==> config.mk <==
export PLATFORM = sky130hd
export DESIGN_NAME = midi_file_event_parser_flat
export DESIGN_NICKNAME = d
export VERILOG_FILES = /design/src/sv/mfep_pkg.sv /design/src/sv/mfep_if.sv /design/src/sv/mfep_front.sv /design/src/sv/mfep_queue.sv /design/src/sv/midi_file_event_parser.sv /design/src/flat_wrapper.sv
export SDC_FILE = /design/constraint.sdc
export NUM_CORES = 1
export LEC_CHECK = 0
export BUFFER_PORTS_ARGS = -buffer_cell sky130_fd_sc_hd__buf_4
export CAP_MARGIN = 5
export CORE_UTILIZATION = 45
export DETAILED_ROUTE_END_ITERATION = 8
export GPL_TIMING_DRIVEN = 1
export HOLD_SLACK_MARGIN = 0.03
export RECOVER_POWER = 100
export SETUP_SLACK_MARGIN = 0.2
export SYNTH_ARGS = -nofsm -noshare
export SYNTH_HDL_FRONTEND = slang
export SYNTH_HIERARCHICAL = 1
export SYNTH_SLANG_ARGS = --single-unit
==> constraint.sdc <==
create_clock -name clk -period 30.9 [get_ports clk]
set_input_delay 3.09 -clock clk [delete_from_list [all_inputs] [get_ports clk]]
set_output_delay 3.09 -clock clk [all_outputs]
set_load 0.02 [all_outputs]
==> src/sv/mfep_pkg.sv <==
// ----------------------------------------------------------------------------
// mfep_pkg
// Shared types and constants for the MIDI file event parser.
// ----------------------------------------------------------------------------
package mfep_pkg;

  localparam logic [1:0] KIND_EVENT  = 2'd0;
  localparam logic [1:0] KIND_FINISH = 2'd1;
  localparam logic [1:0] KIND_ERROR  = 2'd2;

  localparam logic [2:0] EV_TEMPO    = 3'd0;
  localparam logic [2:0] EV_NOTE_ON  = 3'd1;
  localparam logic [2:0] EV_NOTE_OFF = 3'd2;
  localparam logic [2:0] EV_SUSTAIN  = 3'd3;
  localparam logic [2:0] EV_ALL_OFF  = 3'd4;
  localparam logic [2:0] EV_END_TRK  = 3'd5;
  localparam logic [2:0] EV_DIVISION = 3'd6;
  localparam logic [2:0] EV_OTHER    = 3'd7;

  localparam logic [2:0] ERR_NONE     = 3'd0;
  localparam logic [2:0] ERR_HDR_LEN  = 3'd1;
  localparam logic [2:0] ERR_ZERO_DIV = 3'd2;
  localparam logic [2:0] ERR_FORMAT   = 3'd3;
  localparam logic [2:0] ERR_KEY_PRES = 3'd4;
  localparam logic [2:0] ERR_TRUNC    = 3'd5;
  localparam logic [2:0] ERR_SYSTEM   = 3'd6;

  localparam logic [31:0] TAG_HEAD  = 32'h4D546864;
  localparam logic [31:0] TAG_TRACK = 32'h4D54726B;

  localparam logic [7:0] META_EOT   = 8'h2F;
  localparam logic [7:0] META_TEMPO = 8'h51;
  localparam logic [7:0] META_TSIG  = 8'h58;
  localparam logic [7:0] META_KSIG  = 8'h59;

  typedef struct packed {
    logic [7:0] data_byte;
    logic       end_of_file;
  } in_word_t;

  typedef struct packed {
    logic [1:0]  result_kind;
    logic [31:0] delta_time;
    logic [2:0]  event_code;
    logic [7:0]  field_a;
    logic [15:0] field_b;
    logic [7:0]  field_c;
    logic [2:0]  error_code;
    logic        last_of_run;
  } out_word_t;

  // depth must be a power of two; pointers wrap naturally
  localparam int QDEPTH = 4;
  localparam int QAW = $clog2(QDEPTH);

endpackage

==> src/sv/mfep_if.sv <==
// ----------------------------------------------------------------------------
// mfep_in_if / mfep_out_if
// Valid/ready channels for input bytes and result words.
// ----------------------------------------------------------------------------
interface mfep_in_if;
  logic                 valid;
  logic                 ready;
  mfep_pkg::in_word_t   payload;
  modport source (output valid, output payload, input ready);
  modport sink   (input valid, input payload, output ready);
endinterface

interface mfep_out_if;
  logic                 valid;
  logic                 ready;
  mfep_pkg::out_word_t  payload;
  modport source (output valid, output payload, input ready);
  modport sink   (input valid, input payload, output ready);
endinterface

==> src/sv/mfep_front.sv <==
// ----------------------------------------------------------------------------
// mfep_front
// Byte parser: takes one byte a cycle while room2 is high, emits up to two result words per byte.
// ----------------------------------------------------------------------------
module mfep_front (
  input  logic                clk,
  input  logic                rst,
  input  logic                in_valid,
  output logic                in_ready,
  input  mfep_pkg::in_word_t  in_word,
  input  logic                room2,
  output logic [1:0]          push_n,
  output mfep_pkg::out_word_t push0,
  output mfep_pkg::out_word_t push1
);
  import mfep_pkg::*;

  localparam logic [3:0] PH_CHUNK = 4'd0, PH_SKIP_CHUNK = 4'd1, PH_HEADER = 4'd2,
    PH_DELTA = 4'd3, PH_STATUS = 4'd4, PH_SYSEX_LEN = 4'd5, PH_SKIP_EVENT = 4'd6,
    PH_META_TYPE = 4'd7, PH_META_LEN = 4'd8, PH_META_DATA = 4'd9,
    PH_CH_FIRST = 4'd10, PH_CH_SECOND = 4'd11, PH_DONE = 4'd12;

  logic [3:0]  phase, phase_next;
  logic [2:0]  cnt, cnt_next;
  logic [31:0] len, len_next, delta, delta_next, tag, tag_next;
  logic [3:0]  chan, chan_next;
  logic [2:0]  mtype, mtype_next;
  logic [7:0]  meta, meta_next;
  logic [7:0]  h0, h1, h0_next, h1_next;
  logic [15:0] fmt, fmt_next;

  logic        go;
  logic [7:0]  b;
  logic [31:0] vl_in, vl_sum;
  logic [15:0] div;
  out_word_t   r0, r1;
  logic [1:0]  n;

  assign in_ready = room2;
  assign go = in_valid & room2;
  assign b = in_word.data_byte;
  assign div = {h0, b};

  // shared variable-length step
  always_comb begin
    vl_in = (phase == PH_DELTA) ? delta : len;
    vl_sum = vl_in + {25'd0, b[6:0]};
  end

  function automatic out_word_t mk(input logic [1:0] k, input logic [31:0] dt,
                                   input logic [2:0] c, input logic [7:0] a,
                                   input logic [15:0] fb, input logic [7:0] fc,
                                   input logic [2:0] e);
    out_word_t w;
    w.result_kind = k; w.delta_time = dt; w.event_code = c; w.field_a = a;
    w.field_b = fb; w.field_c = fc; w.error_code = e; w.last_of_run = 1'b0;
    return w;
  endfunction

  always_comb begin
    phase_next = phase; cnt_next = cnt; len_next = len; delta_next = delta;
    tag_next = tag; chan_next = chan; mtype_next = mtype; meta_next = meta;
    h0_next = h0; h1_next = h1; fmt_next = fmt;
    n = 2'd0;
    r0 = mk(KIND_EVENT, 32'd0, 3'd0, 8'd0, 16'd0, 8'd0, ERR_NONE);
    r1 = r0;
    if (phase != PH_DONE) begin
      if (in_word.end_of_file) begin
        n = 2'd1; phase_next = PH_DONE;
        if ((phase == PH_CHUNK && cnt == 3'd0) || phase == PH_SKIP_CHUNK)
          r0 = mk(KIND_FINISH, 32'd0, 3'd0, 8'd0, 16'd0, 8'd0, ERR_NONE);
        else
          r0 = mk(KIND_ERROR, 32'd0, 3'd0, 8'd0, 16'd0, 8'd0, ERR_TRUNC);
      end else begin
        unique case (phase)
          PH_CHUNK: begin
            if (!cnt[2]) tag_next = {tag[23:0], b};
            else len_next = {len[23:0], b};
            cnt_next = cnt + 3'd1;
            if (cnt == 3'd7) begin
              cnt_next = 3'd0;
              if (tag == TAG_HEAD) begin
                if (len_next != 32'd6) begin
                  n = 2'd1; phase_next = PH_DONE;
                  r0 = mk(KIND_ERROR, 32'd0, 3'd0, 8'd0, 16'd0, 8'd0, ERR_HDR_LEN);
                end else phase_next = PH_HEADER;
              end else if (tag == TAG_TRACK) begin
                delta_next = 32'd0; phase_next = PH_DELTA;
              end else if (len_next != 32'd0) phase_next = PH_SKIP_CHUNK;
            end
          end
          PH_SKIP_CHUNK: begin
            len_next = len - 32'd1;
            if (len == 32'd1) begin phase_next = PH_CHUNK; cnt_next = 3'd0; end
          end
          PH_HEADER: begin
            if (cnt < 3'd2) fmt_next = {fmt[7:0], b};
            else if (cnt == 3'd4) h0_next = b;
            cnt_next = cnt + 3'd1;
            if (cnt == 3'd5) begin
              cnt_next = 3'd0;
              r0 = mk(KIND_EVENT, 32'd0, EV_DIVISION, 8'd0, div, 8'd0, ERR_NONE);
              n = 2'd1;
              if (div == 16'd0) begin
                n = 2'd2; phase_next = PH_DONE;
                r1 = mk(KIND_ERROR, 32'd0, 3'd0, 8'd0, 16'd0, 8'd0, ERR_ZERO_DIV);
              end else if (fmt > 16'd1) begin
                n = 2'd2; phase_next = PH_DONE;
                r1 = mk(KIND_ERROR, 32'd0, 3'd0, 8'd0, 16'd0, 8'd0, ERR_FORMAT);
              end else phase_next = PH_CHUNK;
            end
          end
          PH_DELTA: begin
            if (b[7]) delta_next = {vl_sum[24:0], 7'd0};
            else begin delta_next = vl_sum; phase_next = PH_STATUS; end
          end
          PH_STATUS, PH_CH_FIRST: begin
            if (phase == PH_STATUS && (b == 8'hF0 || b == 8'hF7)) begin
              len_next = 32'd0; phase_next = PH_SYSEX_LEN;
            end else if (phase == PH_STATUS && b == 8'hFF) phase_next = PH_META_TYPE;
            else if (phase == PH_STATUS && b[7]) begin
              chan_next = b[3:0]; mtype_next = b[6:4]; phase_next = PH_CH_FIRST;
            end else if (mtype == 3'd4 || mtype == 3'd5) begin
              n = 2'd1; delta_next = 32'd0; phase_next = PH_DELTA;
              r0 = mk(KIND_EVENT, delta, EV_OTHER, 8'd0, 16'd0, 8'd0, ERR_NONE);
            end else if (mtype == 3'd7) begin
              n = 2'd1; phase_next = PH_DONE;
              r0 = mk(KIND_ERROR, 32'd0, 3'd0, 8'd0, 16'd0, 8'd0, ERR_SYSTEM);
            end else begin
              h0_next = {1'b0, b[6:0]}; phase_next = PH_CH_SECOND;
            end
          end
          PH_SYSEX_LEN, PH_META_LEN: begin
            if (b[7]) len_next = {vl_sum[24:0], 7'd0};
            else begin
              len_next = vl_sum;
              if (phase == PH_META_LEN && meta == META_EOT) begin
                n = 2'd1; phase_next = PH_CHUNK; cnt_next = 3'd0;
                r0 = mk(KIND_EVENT, delta, EV_END_TRK, 8'd0, 16'd0, 8'd0, ERR_NONE);
              end else if (phase == PH_META_LEN && (meta == META_TEMPO ||
                           meta == META_TSIG || meta == META_KSIG)) begin
                cnt_next = 3'd0; phase_next = PH_META_DATA;
              end else if (vl_sum == 32'd0) begin
                n = 2'd1; delta_next = 32'd0; phase_next = PH_DELTA;
                r0 = mk(KIND_EVENT, delta, EV_OTHER, 8'd0, 16'd0, 8'd0, ERR_NONE);
              end else phase_next = PH_SKIP_EVENT;
            end
          end
          PH_SKIP_EVENT: begin
            len_next = len - 32'd1;
            if (len == 32'd1) begin
              n = 2'd1; delta_next = 32'd0; phase_next = PH_DELTA;
              r0 = mk(KIND_EVENT, delta, EV_OTHER, 8'd0, 16'd0, 8'd0, ERR_NONE);
            end
          end
          PH_META_TYPE: begin
            meta_next = b; len_next = 32'd0; phase_next = PH_META_LEN;
          end
          PH_META_DATA: begin
            // the third tempo byte goes straight into the word
            case (cnt)
              3'd0: h0_next = b;
              3'd1: h1_next = b;
              default: ;
            endcase
            cnt_next = cnt + 3'd1;
            if ((meta == META_TEMPO && cnt == 3'd2) || (meta == META_TSIG && cnt == 3'd3)
                || (meta != META_TEMPO && meta != META_TSIG && cnt == 3'd1)) begin
              cnt_next = 3'd0; n = 2'd1; delta_next = 32'd0; phase_next = PH_DELTA;
              if (meta == META_TEMPO)
                r0 = mk(KIND_EVENT, delta, EV_TEMPO, h0, {8'd0, h1}, b, ERR_NONE);
              else
                r0 = mk(KIND_EVENT, delta, EV_OTHER, 8'd0, 16'd0, 8'd0, ERR_NONE);
            end
          end
          PH_CH_SECOND: begin
            n = 2'd1; delta_next = 32'd0; phase_next = PH_DELTA;
            if (mtype == 3'd0)
              r0 = mk(KIND_EVENT, delta, EV_NOTE_OFF, {4'd0, chan}, {8'd0, h0},
                      {1'b0, b[6:0]}, ERR_NONE);
            else if (mtype == 3'd1)
              r0 = mk(KIND_EVENT, delta, EV_NOTE_ON, {4'd0, chan}, {8'd0, h0},
                      {1'b0, b[6:0]}, ERR_NONE);
            else if (mtype == 3'd2) begin
              phase_next = PH_DONE;
              r0 = mk(KIND_ERROR, 32'd0, 3'd0, 8'd0, 16'd0, 8'd0, ERR_KEY_PRES);
            end else if (mtype == 3'd3 && h0 == 8'd64)
              r0 = mk(KIND_EVENT, delta, EV_SUSTAIN, {4'd0, chan}, {8'd0, h0},
                      {1'b0, b[6:0]}, ERR_NONE);
            else if (mtype == 3'd3 && h0 == 8'd123)
              r0 = mk(KIND_EVENT, delta, EV_ALL_OFF, {4'd0, chan}, {8'd0, h0},
                      {1'b0, b[6:0]}, ERR_NONE);
            else
              r0 = mk(KIND_EVENT, delta, EV_OTHER, 8'd0, 16'd0, 8'd0, ERR_NONE);
          end
          default: phase_next = PH_DONE;
        endcase
      end
    end
    if (n == 2'd1) r0.last_of_run = 1'b1;
    if (n == 2'd2) r1.last_of_run = 1'b1;
  end

  assign push_n = go ? n : 2'd0;
  assign push0 = r0;
  assign push1 = r1;

  always_ff @(posedge clk) begin
    if (rst) begin
      phase <= PH_CHUNK; cnt <= '0; len <= '0; delta <= '0; tag <= '0;
      chan <= '0; mtype <= '0; meta <= '0; h0 <= '0; h1 <= '0; fmt <= '0;
    end else if (go) begin
      phase <= phase_next; cnt <= cnt_next; len <= len_next; delta <= delta_next;
      tag <= tag_next; chan <= chan_next; mtype <= mtype_next; meta <= meta_next;
      h0 <= h0_next; h1 <= h1_next; fmt <= fmt_next;
    end
  end
endmodule

==> src/sv/mfep_queue.sv <==
// ----------------------------------------------------------------------------
// mfep_queue
// Small result FIFO: up to two words in, one word out per cycle while out_ch.ready is high.
// ----------------------------------------------------------------------------
module mfep_queue (
  input  logic                clk,
  input  logic                rst,
  input  logic [1:0]          push_n,
  input  mfep_pkg::out_word_t push0,
  input  mfep_pkg::out_word_t push1,
  output logic                room2,
  mfep_out_if.source          out_ch
);
  import mfep_pkg::*;

  out_word_t mem [QDEPTH];
  logic [QAW-1:0] wp, rp;
  logic [QAW:0]   count;
  logic           pop;

  assign pop = out_ch.valid & out_ch.ready;
  assign out_ch.valid = (count != '0);
  assign out_ch.payload = mem[rp];
  // need space for two words regardless of pop this cycle
  assign room2 = (count <= (QAW+1)'(QDEPTH - 2));

  always_ff @(posedge clk) begin
    if (push_n != 2'd0) mem[wp] <= push0;
    if (push_n == 2'd2) mem[wp + QAW'(1)] <= push1;
  end

  always_ff @(posedge clk) begin
    if (rst) begin
      wp <= '0; rp <= '0; count <= '0;
    end else begin
      wp <= wp + QAW'(push_n);
      if (pop) rp <= rp + QAW'(1);
      count <= count + (QAW+1)'(push_n) - (QAW+1)'(pop);
    end
  end
endmodule

==> src/sv/midi_file_event_parser.sv <==
// ----------------------------------------------------------------------------
// midi_file_event_parser
// Standard MIDI file byte-stream parser producing event records.
// ----------------------------------------------------------------------------
// channel  | dir | word
// in_ch    | in  | data_byte, end_of_file
// out_ch   | out | result_kind .. last_of_run
// One byte a cycle; each byte yields zero to two words into a 4-deep queue.
// Input stalls only when the queue has fewer than two free slots.
// Synchronous reset returns the parser to awaiting a chunk header.
// After finish or error, further bytes are taken and dropped.
module midi_file_event_parser (
  input  logic       clk,
  input  logic       rst,
  mfep_in_if.sink    in_ch,
  mfep_out_if.source out_ch
);
  import mfep_pkg::*;

  logic       room2;
  logic [1:0] push_n;
  out_word_t  push0, push1;

  mfep_front u_front (
    .clk(clk), .rst(rst), .in_valid(in_ch.valid), .in_ready(in_ch.ready),
    .in_word(in_ch.payload), .room2(room2), .push_n(push_n),
    .push0(push0), .push1(push1)
  );

  mfep_queue u_queue (
    .clk(clk), .rst(rst), .push_n(push_n), .push0(push0), .push1(push1),
    .room2(room2), .out_ch(out_ch)
  );
endmodule
==> src/flat_wrapper.sv <==
// flat-port wrapper written by rule: the top's interface ports become plain ports
module midi_file_event_parser_flat import mfep_pkg::*;
  (clk, rst, in_ch_valid, in_ch_payload, in_ch_ready, out_ch_valid, out_ch_payload, out_ch_ready);
  mfep_in_if in_ch_i ();
  mfep_out_if out_ch_i ();
  input  logic clk;
  input  logic rst;
  input wire logic [$bits(in_ch_i.valid)-1:0] in_ch_valid;
  input wire logic [$bits(in_ch_i.payload)-1:0] in_ch_payload;
  output wire logic [$bits(in_ch_i.ready)-1:0] in_ch_ready;
  output wire logic [$bits(out_ch_i.valid)-1:0] out_ch_valid;
  output wire logic [$bits(out_ch_i.payload)-1:0] out_ch_payload;
  input wire logic [$bits(out_ch_i.ready)-1:0] out_ch_ready;
  assign in_ch_i.valid = in_ch_valid;
  assign in_ch_i.payload = in_ch_payload;
  assign in_ch_ready = in_ch_i.ready;
  assign out_ch_valid = out_ch_i.valid;
  assign out_ch_payload = out_ch_i.payload;
  assign out_ch_i.ready = out_ch_ready;
  midi_file_event_parser u_core (.clk(clk), .rst(rst), .in_ch(in_ch_i), .out_ch(out_ch_i));
endmodule
Word-level counts from Yosys, hierarchy flattened:

Memory sizes are Yosys's and may differ from the RTL's. A register that Yosys moved wholly into a read port is not among the register bits.
Cells that the tools add are included.

* $add $sub $neg: 8
* bitwise logic cells: 6
* reduce and logical (&&, ||, !) cells: 44
* equality and inequality tests: 71
* $lt $le $gt $ge: 3
* multiplexer cells: 125

Operators with widths (count)
* two-way mux 73 bit: 20
* two-way mux 32 bit: 20
* case mux 73 bit (7 select lines): 1
* two-way mux 71 bit: 6
* case mux 32 bit (7 select lines): 1
* case mux 32 bit (5 select lines): 1
* two-way mux 39 bit: 3
* two-way mux 4 bit: 23
* equality test 32 x 31 -> 1 bit, second input constant: 2
* two-way mux 8 bit: 8
* equality test 8 x 7 -> 1 bit, second input constant: 5
* case mux 4 bit (10 select lines): 1
* two-way mux 38 bit: 1
* != test 2 bit, second input constant: 17
* adder 32 x 7 -> 32 bit: 1
* equality test 32 x 1 -> 1 bit, second input constant: 1
* zero test 32 bit: 1
* != test 32 x 3 -> 1 bit, second input constant: 1
* nonzero test 32 bit: 1
* subtractor 32 x 1 -> 32 bit, second input constant: 1
* two-way mux 3 bit: 9
* equality test 8 bit, second input constant: 3
* case mux 8 bit (3 select lines): 1
* two-way mux 1 bit: 20
* other kinds (45): 109

* input port bits: 13
* memories kept: 1
* logic and storage cells: 272
* bits in writable memories: 292
* register bits: 157

Memories
* u_core.u_queue.mem: depth 4, width 73, rd ports 1, clocked after Yosys merged registers in 1, wr ports 2, RTL line mfep_queue.sv:16 `out_word_t mem [QDEPTH];`

Logic depth before layout (Yosys ltp):

Gate-level depths: netlist of the first run.

* word-level depth: 15
* mapped depth: 27
* mapped depth without buffers: 20

By module:

Netlist of the first run, hierarchy kept.

Modules (own cells, without submodules)
* mfep_queue: area each 14645.3 um2, cells an instance 755, instances 1
* mfep_front: area each 11663.7 um2, cells an instance 1543, instances 1

Least setup slack after synthesis of the first run:

OpenSTA, ideal clock, no wires.

* kind: input -> register
* from: in in_ch_payload[2]
* to: mem u_core/u_queue/mem[0][0] in the netlist's numbering (enable)
* stages on the path: 16
* arrival: 11.857 ns
* path slack: 18.438 ns
* setup time: 0.605 ns
* cells stage by stage: clkbuf_1 inv_1 fa_1 nand2b_1 a211oi_1 o21ai_2 buf_2 nor4_1 o22ai_1 nor4_1 and4b_2 buf_4 a41oi_2 a21boi_1 o21bai_1 o21ai_0

RTL lines
* from (decl): RTL line flat_wrapper.sv:9 `input wire logic [$bits(in_ch_i.payload)-1:0] in_ch_payload;`
* to (decl): RTL line mfep_queue.sv:16

==> summary.txt, run 1 <==
clock sinks - 451
Initial Util - 0.4560
proportion of layout cells with a drive suffix above 1 - 0.2301
Pwr per Cell Area - 62.68 nW/um^2
site row count - 88
most frequent cells in the layout - mux2_2 (297), edfxtp_1 (292), nor2_1 (184), nand2_1 (179), dfxtp_1 (158)
actual slew at the worst max-slew pin - 4.092 ns
sequential area share after synthesis - 0.4543
CTS tree - yes
antenna-violating nets left - 0
CP Cell Sequence - clkbuf_1, ha_1, inv_1, fa_1, nand2b_1, a211oi_1, o21ai_0, xnor2_1, or4bb_1, nor4_1, and4b_1, a41oi_1, a21boi_0, mux2i_1, nor2_1, clkbuf_1
Slew Viols, Final - 869
Worst VDD drop - 0.04708 mV
Pleak - 0.009646 uW
Initial DRC Count - 2005
core area - 57700 sq um
largest net degree at the start of global routing - 82
Flop pwr share - 0.403
GRT Total Usage - 0.2438
cell-internal power - 1177 uW
initial antenna violation count - 2
CTS hold repair buffers - 0
die area - 59440 sq um
DP HPWL - 48810 um
Die Height - 243.8 um
post-CTS setup repair buffer count - 0
Post-synth top flop - edfxtp_1
Final Util - 0.4879
# port buffers - 87
Required @ worst endpoint - 31.04 ns
final setup violation count - 0
Tmin final - 13.20 ns
vias in the first global route - 17.93k
CP arrival - 13.34 ns
Psw - 587.7 uW
Setup TNS - 0 ns
post-synth top area cell - edfxtp_1
Yosys top cell area share - 0.3333
vias per cell - 5.993
Total Routed Length - 73870 um
largest cells by area after synthesis - edfxtp_1 (33%), mux2_2 (13%), dfxtp_1 (12%)
Synth Warn # - 6
post-synthesis cell count - 2298
Mapped Area - 26310 sq um
global route overflow - 0
routed len/inst - 23.82 um
drt drc - 0
RD Place Congestion - 0.9612
area grow syn2layout - 7.000%
later-pin clock latency in the skew report - 0.62 ns
CTS Buf Count - 50
final setup skew - 0.03571 ns
Max clock buf depth - 3
FFs w/ async S/R, synth - 0
CP dominant cell by count - clkbuf_1
post-synth cell types - 99
fin crit share - 0.4272
endpoints failing hold - 0
Post-synth EDFFs - 292
CP Max Fanout - 47
RSZ-0062 raised after global routing - false
combinational power share - 0.267
Setup CP Type - in -> reg
switching share of power - 0.3331
most common cell after layout, fill and taps aside - mux2_2
H-tree levels - 2
fmax - 0.07576 GHz
Worst Hold Class - reg -> reg
MaxCap Viol Count - 22
crit end category - flip-flop
io pins - 88
synthesis-stage register bit count - 451
CP bufs+invs - 3
status - finished with violations
Post-CTS Resized - 0
clock root buffer - clkbuf_16
average size of a mapped cell - 11.45 sq um
Crit path max-delay family - simple AND/OR/NAND/NOR gates
Worst path slowest cell - clkbuf_1
Clock Power Share - 0.330
critical path launch point type - input pin
slew margin rel. - -1.728
violated checks - max-capacitance violations, max-slew violations
First-pass DRT Iterations - 6
Die W - 243.8 um
crit-path max cell delay - 2.31 ns
CTS clk-pin slew, worst paths - 0.06 ns
Final #Nets - 2330
R2R Setup Slk - 18.89 ns
via count - 18.58k
first-pass GRT wire length - 111800 um
[cells by family after synthesis]
| logic type | synth area share |
|---|---|
| flops | 0.4543 |
| simple gates | 0.1407 |
| mux | 0.2182 |
| buf+inv | 0.06439 |
| xor+xnor | 0.01907 |
| fa+ha+maj | 0.01056 |
| compound gates | 0.09264 |
| other cells | 0.0001425 |
[worst min-delay path, stage by stage, from the launching register on]
cell and delay [ns]:
dfxtp_1 0.30, nand2_1 0.05, a21oi_1 0.05
[stage by stage]
step	hold slack, ns	std cells	worst slack (ns)	cell area [sq um]	power, uW
global route	0.4763	3099	17.04	28150	1838
floorplan	0.4312	2366	18.44	26560	1066
CTS	0.4507	3099	21.87	28610	1799
global placement	0.4411	3009	21.39	27010	1216
finish	0.4507	3101	17.70	28150	1765
detailed placement	0.4426	3009	21.25	27010	1218
[final cells by class]
| cell class | instances | area, sq um |
|---|---|---|
| clock buffer | 74 | 1431 |
| antenna | 2 | 5.005 |
| clock inverter | 16 | 170.2 |
| timing repair buffer | 125 | 581.8 |
| tap | 765 | 957.2 |
| sequential | 451 | 11960 |
| inverter | 35 | 131.4 |
| fill | 5331 | 29540 |
| multi-input combinational | 1633 | 12920 |
[registers in the layout, indices dropped and copies added (netlist names), named ones only]
register,count
u_core/u_front/fmt,16
u_core/u_front/h0,8
u_core/u_front/cnt,3
u_core/u_front/tag,32
u_core/u_queue/wp,2
u_core/u_queue/count,3
u_core/u_front/len,32
u_core/u_front/mtype,3
u_core/u_front/meta,8
u_core/u_queue/mem,292
u_core/u_front/delta,32
u_core/u_front/phase,4
u_core/u_front/h1,8
u_core/u_queue/rp,2
u_core/u_front/chan,4
[path summary, 6_finish.rpt]
kind	cells past startpoint	from	endpoint
min	2	u_core/u_front/tag[24]	u_core/u_front/tag[24]
max reg2reg	18	u_core/u_front/phase[1]	u_core/u_queue/mem[3][56]
min reg2reg	2	u_core/u_front/tag[24]	u_core/u_front/tag[24]
max	16	in_ch_payload[1]	u_core/u_queue/mem[3][56]
[metal layers]
metal  routed length [um]  part of all wire  vias up  track usage
met5                    0                 0        -            0
met4                 1367             0.019        0      0.05239
met2                32610              0.44      684       0.3676
met3                 5044             0.068      106      0.04373
met1                34850              0.47     9229       0.3632
li1                     -                 -     8564            -
[power groups by stage]
stage / clock, uW / sequential, uW / combinational, uW
global route: 615 / 716 / 508
global placement: 0 / 721 / 495
floorplan: 0 / 694 / 371
detailed placement: 0 / 723 / 495
finish: 581 / 712 / 471
CTS: 593 / 710 / 497
[synthesized netlist by cell type (8+ instances only)]
cell type	count
mux2_2	297
edfxtp_1	292
nor2_1	184
nand2_1	179
dfxtp_1	159
a21oi_1	120
clkbuf_1	104
buf_4	78
mux4_2	74
nor3_1	74
mux2i_1	67
nand3_1	41
o21ai_0	41
nor4_1	39
inv_1	33
xnor2_1	29
buf_6	26
nor3b_2	26
buf_2	25
xor2_1	23
and2_1	21
ha_1	19
or3_1	17
nand4_1	16
nor2b_1	16
o221ai_1	15
a22o_1	14
a211oi_1	13
a31oi_1	13
o21a_1	12
o22ai_1	11
o2bb2ai_1	11
a222oi_1	10
or4_1	9
and3_1	8
nand2b_1	8
nand3b_1	8
Power figures use the tool's default switching activity.
==> inputs of run 2 (changes only) <==
--- a/config.mk
+++ b/config.mk
@@ -5,6 +5,7 @@
 export SDC_FILE = /design/constraint.sdc
 export NUM_CORES = 1
 export LEC_CHECK = 0
+export ABC_AREA = 1
 export BUFFER_PORTS_ARGS = -buffer_cell sky130_fd_sc_hd__buf_4
 export CAP_MARGIN = 5
 export CORE_UTILIZATION = 45
==> constraint.sdc (replaced) <==
create_clock -name clk -period 13.7 [get_ports clk]
set_input_delay 1.37 -clock clk [delete_from_list [all_inputs] [get_ports clk]]
set_output_delay 1.37 -clock clk [all_outputs]
set_load 0.02 [all_outputs]
==> run 2 against run 1 <==
Net effect:
- the run ends with design-rule violations, max-capacitance violations, max-slew violations left
- via count increased by 29%
- sequential share of layout area decreased by 0.25 points
- clock power increased by 120%
- cell count increased by 39%
- largest cell class unchanged
- largest power group unchanged
==> summary.txt, run 2 <==
die area - 61360 sq um (+3.2%)
post-synth top area cell - edfxtp_1
Die Height - 247.7 um (+1.6%)
Pwr per Cell Area - 158.1 nW/um^2 (+150%)
CP arrival - 9.65 ns (-3.69 ns)
MaxCap Viol Count - 12 (-45%)
site row count - 89 (+1.1%)
later-pin clock latency in the skew report - 0.62 ns (about the same)
FFs w/ async S/R, synth - 0 (unchanged)
FILL cells - 6105 (+15%)
Die W - 247.7 um (+1.6%)
crit end category - flip-flop
via count - 23.91k (+29%)
most frequent cell after synthesis - nand2_1
Worst VDD drop - 0.1096 mV (+130%)
Total Routed Length - 83030 um (+12%)
most common cell after layout, fill and taps aside - nand2_1
GRT Total Usage - 0.2693 (+0.02550)
most frequent cells in the layout - nand2_1 (793), o21ai_0 (603), nor2_1 (364), inv_1 (326), edfxtp_1 (292)
io pins - 88 (unchanged)
crit path from - in_ch_payload[8]
Critical Path Sink - u_core/u_queue/mem[1][47]
CTS clk-pin slew, worst paths - 0.06 ns (about the same)
worst r2r path cells - 26 (+8)
CP Max Fanout - 50 (+6.4%)
Setup TNS - 0 ns (unchanged)
Post-synth top flop - edfxtp_1
Initial DRC Count - 2154 (+7.4%)
status - finished with violations
RSZ-0062 raised after global routing - false
Tmin final - 9.427 ns
initial antenna violation count - 2 (unchanged)
slew margin rel. - -1.454 (+0.2741)
largest net degree at the start of global routing - 148 (+80%)
setup ws final - 4.273 ns (-13.43 ns)
violated checks - design-rule violations, max-capacitance violations, max-slew violations
critical path launch point type - input pin
top cells by count, synth - nand2_1 (791), o21ai_0 (369), nor2_1 (363)
First-pass DRT Iterations - 9 (+3)
Initial Util - 0.4577 (+0.001746)
CP Cell Sequence - clkbuf_1, clkinv_1, clkbuf_1, nand2_1, o21ai_0, nand4_1, nor4_1, nand3_1, nand3_1, o211ai_1, inv_1, nand4_1, nand2_1, inv_1, nor2_1, nand2_1, nand2_1, buf_4
first-pass GRT wire length - 127300 um (+14%)
Yosys top cell area share - 0.3227 (-0.01054)
DP HPWL - 55660 um (+14%)
sequential area share after synthesis - 0.4399 (-0.01437)
H-tree levels - 2 (unchanged)
RD Place Congestion - 0.9827 (+2.2%)
Post-CTS Resized - 0 (unchanged)
largest register by flop count - u_core/u_queue/mem
fmax - 0.1061 GHz
synthesis-stage register bit count - 451 (unchanged)
clock sinks - 451 (unchanged)
R2R Setup Slk - 4.94 ns (-13.95 ns)
reg2reg end - u_core/u_queue/mem[1][47]
Antenna Cells - 0 (-2)
drt drc - 8 (+8)
max reg flops - 292 (unchanged)
RR Startpoint - u_core/u_front/phase[3]
register area - 11960 sq um (about the same)
CP dominant cell by count - nand2_1
post-place setup slack - 6.760 ns (-14.49 ns)
antenna-violating nets left - 0 (unchanged)
routed len/inst - 19.25 um (-19%)
Worst Hold Class - reg -> reg
average size of a mapped cell - 7.655 sq um (-33%)
Synth Warn # - 6 (unchanged)
post-CTS setup repair buffer count - 0 (unchanged)
final setup violation count - 0 (unchanged)
# port buffers - 87 (unchanged)
Mapped Area - 27170 sq um (+3.3%)
Pleak - 0.01019 uW (+5.6%)
CTS tree - yes
global route overflow - 0 (unchanged)
endpoints failing hold - 0 (unchanged)
clock root buffer - clkbuf_16
Final Util - 0.4772 (-0.01072)
Post-synth EDFFs - 292 (unchanged)
proportion of layout cells with a drive suffix above 1 - 0.04209 (-0.1880)
vias per cell - 5.545 (-7.5%)
Final #Nets - 3534 (+52%)
actual slew at the worst max-slew pin - 3.681 ns (-0.4112 ns)
core area - 59350 sq um (+2.9%)
vias in the first global route - 21.57k (+20%)
post-synthesis cell count - 3549 (+54%)
Setup CP Type - in -> reg
Slew Viols, Final - 527 (-39%)
largest cells by area after synthesis - edfxtp_1 (32%), dfxtp_1 (12%), nand2_1 (11%)
fin crit share - 0.6881
crit-path max cell delay - 1.52 ns (-0.79 ns)
post-synth cell types - 55 (-44%)
Worst path slowest cell - nand2_1
Max clock buf depth - 3 (unchanged)
area grow syn2layout - 4.251%
total power - 4478 uW (+150%)
CTS Buf Count - 49 (-2.0%)
final setup skew - 0.03428 ns (-0.001433 ns)
Multi-input gate area - 12040 sq um (-6.8%)
Required @ worst endpoint - 13.92 ns (-17.12 ns)
CTS hold repair buffers - 0 (unchanged)
[run 2: changes by cell type after synthesis, sizes merged, moves of 38 or more]
| cell | previous run | this run |
|---|---|---|
| nand2 | 179 | 809 |
| o21ai | 46 | 614 |
| inv | 35 | 340 |
| mux2 | 301 | 0 |
| nor2 | 184 | 380 |
| nand3 | 41 | 149 |
| mux4 | 74 | 0 |
| mux2i | 67 | 0 |
| o22ai | 11 | 73 |
| nand4 | 16 | 72 |
| buf | 141 | 179 |
[run 2: report_power, final]
| part | total [uW] | switching [uW] | leakage [uW] | internal [uW] |
|---|---|---|---|---|
| sequential | 1650 | 95.2 | 0.00398 | 1550 |
| combinational | 1550 | 1160 | 0.00547 | 395 |
| clock | 1280 | 564 | 0.000742 | 717 |
| total | 4480 | 1820 | 0.0102 | 2660 |
[run 2: cell families (layout without fill, tap and decap cells)]
family	after synthesis	count (layout)	synth area share
simple gates	1526	1526	0.2394
flops	451	451	0.4399
fa+ha+maj	21	21	0.01022
xor+xnor	11	11	0.003546
other cells	1	69	0.0001380
compound gates	913	913	0.1920
buf+inv	626	549	0.1148
[run 2: worst min path at each step]
stage / startpoint / to / slack [ns] / cells past startpoint
2_1_floorplan: u_core/u_front/tag[4] / u_core/u_front/tag[12] / 0.44 / 2
3_3_place_gp: u_core/u_front/tag[4] / u_core/u_front/tag[12] / 0.46 / 2
3_5_place_dp: u_core/u_front/tag[15] / u_core/u_front/tag[23] / 0.46 / 2
4_1_cts: u_core/u_front/tag[15] / u_core/u_front/tag[23] / 0.47 / 2
5_1_grt: u_core/u_front/tag[15] / u_core/u_front/tag[23] / 0.48 / 2
6_report: u_core/u_front/tag[15] / u_core/u_front/tag[23] / 0.47 / 2
[run 2: critical path: cells and delay by family]
kind	cells	cell delay, ns
and+or+nand+nor	10	4.65
AOI/OAI and AO/OA	2	0.34
buffers and inverters	6	3.22
[run 2: layout make-up]
type | instances | share of cell area
clock buffer | 75 | 0.04886
clock inverter | 16 | 0.005389
inverter | 346 | 0.04607
multi-input combinational | 2540 | 0.4252
sequential | 451 | 0.4222
tap | 773 | 0.03415
timing repair buffer | 112 | 0.01816
[run 2: routing by layer]
layer  vias to the layer above  GRT usage  share of wire
met5                         -          0        0.00031
met4                         4    0.07218          0.026
met3                       169    0.04682          0.078
met2                       836     0.4080           0.44
met1                     11090     0.3935           0.46
li1                      11810          -              -
[run 2: per-stage QoR]
step           std cells  area [sq um]  hold slack, ns
4_1_cts             4313         29050          0.4726
3_5_place_dp        4222         27520          0.4632
5_1_grt             4313         28320          0.4844
2_1_floorplan       3617         27420          0.4403
6_report            4313         28320          0.4704
3_3_place_gp        4222         27520          0.4624
